==> config.mk <==
export PLATFORM = sky130hd
export DESIGN_NAME = bbs_ctrl
export DESIGN_NICKNAME = d
export VERILOG_FILES = /design/src/hw/rtl/bbs_pkg.sv /design/src/hw/rtl/bbs_ctrl.sv
export SDC_FILE = /design/constraint.sdc
export NUM_CORES = 1
export LEC_CHECK = 0
export ABC_CLOCK_PERIOD_IN_PS = 3100
export BUFFER_PORTS_ARGS = -buffer_cell sky130_fd_sc_hd__buf_2
export CAP_MARGIN = 20
export CELL_PAD_IN_SITES_DETAIL_PLACEMENT = 0
export CELL_PAD_IN_SITES_GLOBAL_PLACEMENT = 1
export CORE_AREA = 2 2 39 41
export CTS_CLUSTER_DIAMETER = 80
export CTS_CLUSTER_SIZE = 28
export DETAILED_ROUTE_END_ITERATION = 8
export DIE_AREA = 0 0 41 43
export HOLD_SLACK_MARGIN = 0.06
export PLACE_DENSITY = 0.81
export SYNTH_ARGS = -nofsm -noshare
export SYNTH_HDL_FRONTEND = slang
export SYNTH_SLANG_ARGS = --single-unit
export TNS_END_PERCENT = 5
==> constraint.sdc <==
create_clock -name clk -period 3.1 [get_ports clk]
set_input_delay 0.465 -clock clk [delete_from_list [all_inputs] [get_ports clk]]
set_output_delay 0.465 -clock clk [all_outputs]
set_load 0.05 [all_outputs]
==> src/hw/rtl/bbs_pkg.sv <==
`timescale 1ns / 1ps
// Shared widths, register codes, reset values and control structs for the
// Bollinger band stream unit. No dependencies.
package bbs_pkg;

  // Ring depth and derived index and count widths.
  localparam int MAX_WINDOW = 64;
  localparam int PTR_W      = $clog2(MAX_WINDOW);
  localparam int P_W        = $clog2(MAX_WINDOW + 1);

  // Field widths.
  localparam int PRICE_W = 24;
  localparam int X_W     = 16;
  localparam int WL_W    = 7;
  localparam int K_W     = 12;
  localparam int K_FRAC  = 8;

  // Arithmetic widths that follow from the window depth.
  localparam int SUM_W   = PRICE_W + PTR_W;
  localparam int SQ_W    = 2 * PRICE_W + PTR_W;
  localparam int VAR_W   = 2 * PRICE_W + 2 * PTR_W;
  localparam int ROOT_W  = VAR_W / 2;
  localparam int DIV_W   = (SUM_W > ROOT_W) ? SUM_W : ROOT_W;
  localparam int DELTA_W = K_W + ROOT_W - K_FRAC;

  localparam logic [PRICE_W-1:0] PRICE_MAX = {PRICE_W{1'b1}};

  // Configuration port.
  localparam int CFG_AW = 3;
  localparam int CFG_DW = 32;
  localparam logic REG_WINDOW_LENGTH = 1'b0;
  localparam logic REG_BAND_FACTOR   = 1'b1;
  localparam logic [WL_W-1:0] WL_RESET = WL_W'(20);
  localparam logic [K_W-1:0]  K_RESET  = K_W'(512);

  // Commands from the controller to the datapath.
  typedef struct packed {
    logic load;
    logic acc_start;
    logic var_mul;
    logic var_sub;
    logic root_start;
    logic sd_start;
    logic band;
    logic emit;
  } bbs_cmd_t;

  // Status from the datapath to the controller.
  typedef struct packed {
    logic window_full;
    logic acc_busy;
    logic root_busy;
    logic div_busy;
    logic out_free;
  } bbs_sts_t;

endpackage

==> src/hw/rtl/bbs_ctrl.sv <==
`timescale 1ns / 1ps
// Sequencer for one sample: accumulate, variance, root, divides, band, emit.
// Depends on bbs_pkg for the command and status structs.
module bbs_ctrl (
  input  logic              clk,
  input  logic              rst_n,
  input  logic              in_valid,
  output logic              in_ready,
  output bbs_pkg::bbs_cmd_t cmd,
  input  bbs_pkg::bbs_sts_t sts
);
  import bbs_pkg::*;

  typedef enum logic [3:0] {
    S_IDLE,
    S_CHECK,
    S_ACC_GO,
    S_ACC_WAIT,
    S_VAR_MUL,
    S_VAR_SUB,
    S_ROOT_GO,
    S_ROOT_WAIT,
    S_SD_GO,
    S_SD_WAIT,
    S_BAND,
    S_EMIT
  } state_t;

  state_t state_r, state_nxt;
  logic   in_ready_r, in_ready_nxt;
  logic   fire;

  assign fire = in_valid && in_ready_r;

  // Next state; the input is open only while idle.
  always_comb begin
    state_nxt    = state_r;
    in_ready_nxt = 1'b0;
    case (state_r)
      S_IDLE: begin
        if (fire) begin
          state_nxt = S_CHECK;
        end else begin
          in_ready_nxt = 1'b1;
        end
      end
      S_CHECK:     state_nxt = sts.window_full ? S_ACC_GO : S_EMIT;
      S_ACC_GO:    state_nxt = S_ACC_WAIT;
      S_ACC_WAIT:  if (!sts.acc_busy) state_nxt = S_VAR_MUL;
      S_VAR_MUL:   state_nxt = S_VAR_SUB;
      S_VAR_SUB:   state_nxt = S_ROOT_GO;
      S_ROOT_GO:   state_nxt = S_ROOT_WAIT;
      S_ROOT_WAIT: if (!sts.root_busy && !sts.div_busy) state_nxt = S_SD_GO;
      S_SD_GO:     state_nxt = S_SD_WAIT;
      S_SD_WAIT:   if (!sts.div_busy) state_nxt = S_BAND;
      S_BAND:      state_nxt = S_EMIT;
      S_EMIT: begin
        if (sts.out_free) begin
          state_nxt    = S_IDLE;
          in_ready_nxt = 1'b1;
        end
      end
      default:     state_nxt = S_IDLE;
    endcase
  end

  always_ff @(posedge clk) begin
    if (!rst_n) begin
      state_r    <= S_IDLE;
      in_ready_r <= 1'b0;
    end else begin
      state_r    <= state_nxt;
      in_ready_r <= in_ready_nxt;
    end
  end

  // Commands decode from the current state.
  always_comb begin
    cmd            = '0;
    cmd.load       = fire;
    cmd.acc_start  = (state_r == S_ACC_GO);
    cmd.var_mul    = (state_r == S_VAR_MUL);
    cmd.var_sub    = (state_r == S_VAR_SUB);
    cmd.root_start = (state_r == S_ROOT_GO);
    cmd.sd_start   = (state_r == S_SD_GO);
    cmd.band       = (state_r == S_BAND);
    cmd.emit       = (state_r == S_EMIT) && sts.out_free;
  end

  assign in_ready = in_ready_r;

endmodule

* After elaboration in Yosys (flattened, before gate mapping)
Cells that the tools add are included.
W data, S select, Z words.
** Word-level totals
- Input bits :: 8
- Word-level logic and storage cells :: 35
- Register bits after elaboration :: 5
- Output and inout bits :: 9
** Operators by class
- Multiplexer cells :: 10
- Eq/ne operators :: 16
- Reductions and logical operators :: 7
** Operators by type and width (count)
- $pmux W4 S12 :: 1
- $mux W4 :: 6
- $eq A4 B3 Y1 const B :: 4
- $eq A4 B4 Y1 const B :: 4
- $ne A2 B2 Y1 const B :: 5
- $eq A4 B2 Y1 const B :: 2
- $reduce_and A5 Y1 :: 1
- $eq A4 B1 Y1 const B :: 1
- $logic_not A4 Y1 :: 1
- $logic_and A1 B1 Y1 :: 3
- $logic_not A1 Y1 :: 2
- $mux W1 :: 2
- $pmux W1 S2 :: 1

* Longest topological paths before layout
- Depth in word-level cells :: 4
- Depth in mapped cells :: 4

* Worst setup path after synthesis
No wires, ideal clock.
- Path kind :: register to output
- Start point :: register state_r[3]
- End point :: output port cmd[4] (netlist bit)
- Stages on the path, launching flop included :: 5
- Setup slack :: 0.876 ns
- Data arrival time :: 1.759 ns
- Data required time :: 2.635 ns
- Path buffers :: 1
- Path through :: dfxtp_1 > buf_2 > inv_1 > nand2_1 > nor3b_1
** RTL lines
- from (decl) :: RTL line bbs_ctrl.sv:29 : state_t state_r, state_nxt;
- from (signal assigned) :: RTL line bbs_ctrl.sv:72 : state_r <= state_nxt;
- to (decl) :: RTL line bbs_ctrl.sv:9 : output bbs_pkg::bbs_cmd_t cmd,

==> summary.md <==
| Metric | Value |
|---|---|
| Chip Width | `41 µm` |
| Min Tclk post-route | `1.89 ns` |
| Final core occ | `35.4%` |
| First-pass GRT wire length | `1.46 mm` |
| Gr usage total | `roughly an eighth` |
| Status | `finished clean` |
| Pre-CTS setup slack | `1.47 ns` |
| Setup TNS | `0 ns` |
| Largest net degree at the start of global routing | `16` |
| H-tree levels | `1` |
| Grt ovf | `0` |
| Clock root cell | `clkbuf_4` |
| Wirelength, routed | `931 µm` |
| Clk Latency, worst-skew pair | `0.24 ns` |
| Top cells by area, synth | `dfxtp_1 26%, nor2_1 6.7%, a211oi_1 5.8%, nand2_1 5.8%, nor2b_1 4.8%` |
| WHS | `roughly 0.49 ns` |
| Initial DRC Count | `10` |
| Row Count | `14` |
| Endpoints failing setup | `0` |
| Number of diodes | `0` |
| Layout Nets | `81` |
| Worst EP required | `2.63 ns` |
| Slew Limit Fails | `0` |
| Vias in the first global route | `377` |
| Per-cell routed wire length | `10.6 µm` |
| Synthesized flop and latch total | `5` |
| Critical path capture point | `cmd[0]` |
| CTS Buf Count | `3` |
| Post-cts resize count | `0` |
| # port buffers | `16` |
| Startpoint types | `register` |
| Maximum vdd drop | `0.000253 V` |
| Worst path max stage delay | `0.59 ns` |
| CP endpoint kind | `primary output` |
| Final Hold Vio Count | `0` |
| Detail Route Antenna Nets | `0` |
| Measured slew at the worst slew-check pin | `0.455 ns` |
| Worst hold path class | `in2reg` |
| Die Ht | `43 µm` |
| Reg2reg end | `state_r[0]` |
| Top_reg_cell synth | `dfxtp_1` |
| Power Dens Cells | `733 nW/µm²` |
| CP Max Fanout | `15` |
| Max Cap Viol | `0` |
| TritonCTS clock tree | `built` |
| Placed cells | `84` |
| Worst Setup SP | `state_r[1]` |
| Crit share post-route | `61.1%` |
| Mapped Avg Cell Area | `6.85 µm²` |
| Layout cell share with drive strength beyond 1 | `27.8%` |
| DRC viols | `0` |
| CP Class | `reg2out` |
| RSZ-0062 raised after global routing | `false` |
| Core ar. | `1380 µm²` |
| Clk pin slew, worst setup/hold paths | `0.04 ns` |
| Max-slew headroom | `69.6%` |
| Vias per cell | `5.09` |
| Hpwl dp | `between 600 and 700 µm` |
| Cell count of the worst reg-to-reg path | `3` |
| Pleak | `0.219 nW` |
| Hold Buf Count CTS | `0` |
| Post-route insts no fill | `88` |
| Clock tree buffer depth | `2` |
| Top-area cell type share of the netlist area | `25.6%` |
| Setup slack after layout | `1.21 ns` |
| Post-synthesis sequential area ratio | `25.6%` |
| Largest area contributor in the netlist | `dfxtp_1` |
| Post-synth ARST share | `0%` |
| Starting Density | `28.2%` |
| Mapped Cells | `57` |
| Clock Sinks | `5` |
| Area growth syn-to-layout | `25.6%` |
| Critical path data arrival time | `1.43 ns` |
| Crit Reg-Reg Startpoint | `state_r[2]` |
| Worst clock skew | `0.00245 ns` |
| Vias | `448` |
| Crit-path slowest cell | `dfxtp_1` |
| 1st-pass router iterations | `4` |
| Yosys cell types | `25` |
| Die Area | `1760 µm²` |
| Fill cell total of the finished layout | `150` |
| Syn_nets | `65` |
| Number of flops mapped to enable cells by yosys | `0` |
| Syn Std Cell Area | `390 µm²` |
| Crit-path cells | `nand3_1 -> nor2_1 -> buf_2` |
| Post-CTS setup buffer count | `0` |
| Fmax achieved | `528 MHz` |
| Ports | `17` |
| Initial antenna violation count | `0` |
| GPL Wtd Cong | `0.791` |
| Flop2flop setup slack | `1.74 ns` |
| Synth Warn # | `0` |
-- worst min path at each step --
| stage | depth (start not counted) | slack (ns) | endpoint | start |
|---|---|---|---|---|
| after CTS | 3 | 0.48 | state_r[1] | rst_n |
| after global placement | 2 | 0.66 | state_r[3] | state_r[0] |
| final | 3 | 0.49 | state_r[1] | rst_n |
| after floorplan | 2 | 0.56 | state_r[0] | state_r[3] |
| after detailed placement | 2 | 0.67 | state_r[3] | state_r[0] |
| after global routing | 2 | 0.50 | in_ready | rst_n |
-- logic make-up (layout without fill, tap and decap cells) --
group,after synthesis,count (layout),synth area share [%]
simple gates,32,32,43.6
buf+inv,7,22,8.65
flops,5,5,25.6
compound gates,13,13,22.1
-- flip-flops by register name, indices dropped and copies added (netlist names) --
signal / cells
state_r: 4
in_ready: 1
-- report_power, final --
group          internal, mW  switching [mW]
sequential           0.0834          0.0431
clock                0.0486          0.0260
combinational        0.0577           0.101
-- area by class of cell --
class	count	area [µm²]	area share (%)
flip-flops and latches	5	100	20.4
repair buffers	16	80.1	16.3
multi-input cells	45	256	52.3
clock buffers	4	26.3	5.36
well taps	16	20.0	4.08
inverters	2	7.51	1.53
-- critical path: cells and delay by family (launching register included) --
family | cells | cell delay [ns]
simple gates | 2 | 0.31
buf+inv | 1 | 0.28
flops | 1 | 0.59
-- per-stage QoR --
step | total power, mW | cell area [µm²]
floorplan | 0.257 | 390
global placement | 0.285 | 464
detailed placement | 0.287 | 464
CTS | 0.365 | 490
global route | 0.393 | 490
finish | 0.359 | 490
-- metal layers --
| metal | global-route usage (%) | wire length [µm] | vias to the layer above |
|---|---|---|---|
| met4 | 2.00 | 0 | 0 |
| li1 | - | - | 231 |
| met5 | 0 | 0 | - |
| met2 | 16.3 | 388 | 23 |
| met3 | 6.28 | 102 | 0 |
| met1 | 16.8 | 439 | 194 |
-- Yosys cell counts (2+ instances only) --
cell and count:
nand2_1 6, nor4_1 2, a21oi_1 3, inv_1 2, a211oi_1 3, nor2_1 7
nor3b_1 2, o21ai_0 3, nor2b_1 3, nand3_1 2, nand2b_1 2, nor3_1 3
buf_2 3, dfxtp_1 5
-- layout by cell type, fill, tap and decap left out --
master,Yosys,layout
nand2b_1,2,2
or2_2,1,1
and2_1,1,1
and3b_1,1,1
or4b_1,1,1
nor2b_1,3,3
nand3_1,2,2
inv_1,2,2
o2111a_1,1,1
o21ai_0,3,3
nor3b_1,2,2
nor4_1,2,2
or3_1,1,1
clkbuf_1,1,1
nor3_1,3,3
nor2_1,7,7
a211oi_1,3,3
o21a_1,1,1
nand2_1,6,6
dfxtp_1,5,5
a31oi_1,1,1
a211o_1,1,1
clkbuf_4,0,3
buf_2,3,16
a21oi_1,3,3
Power figures use the tool's default switching activity.
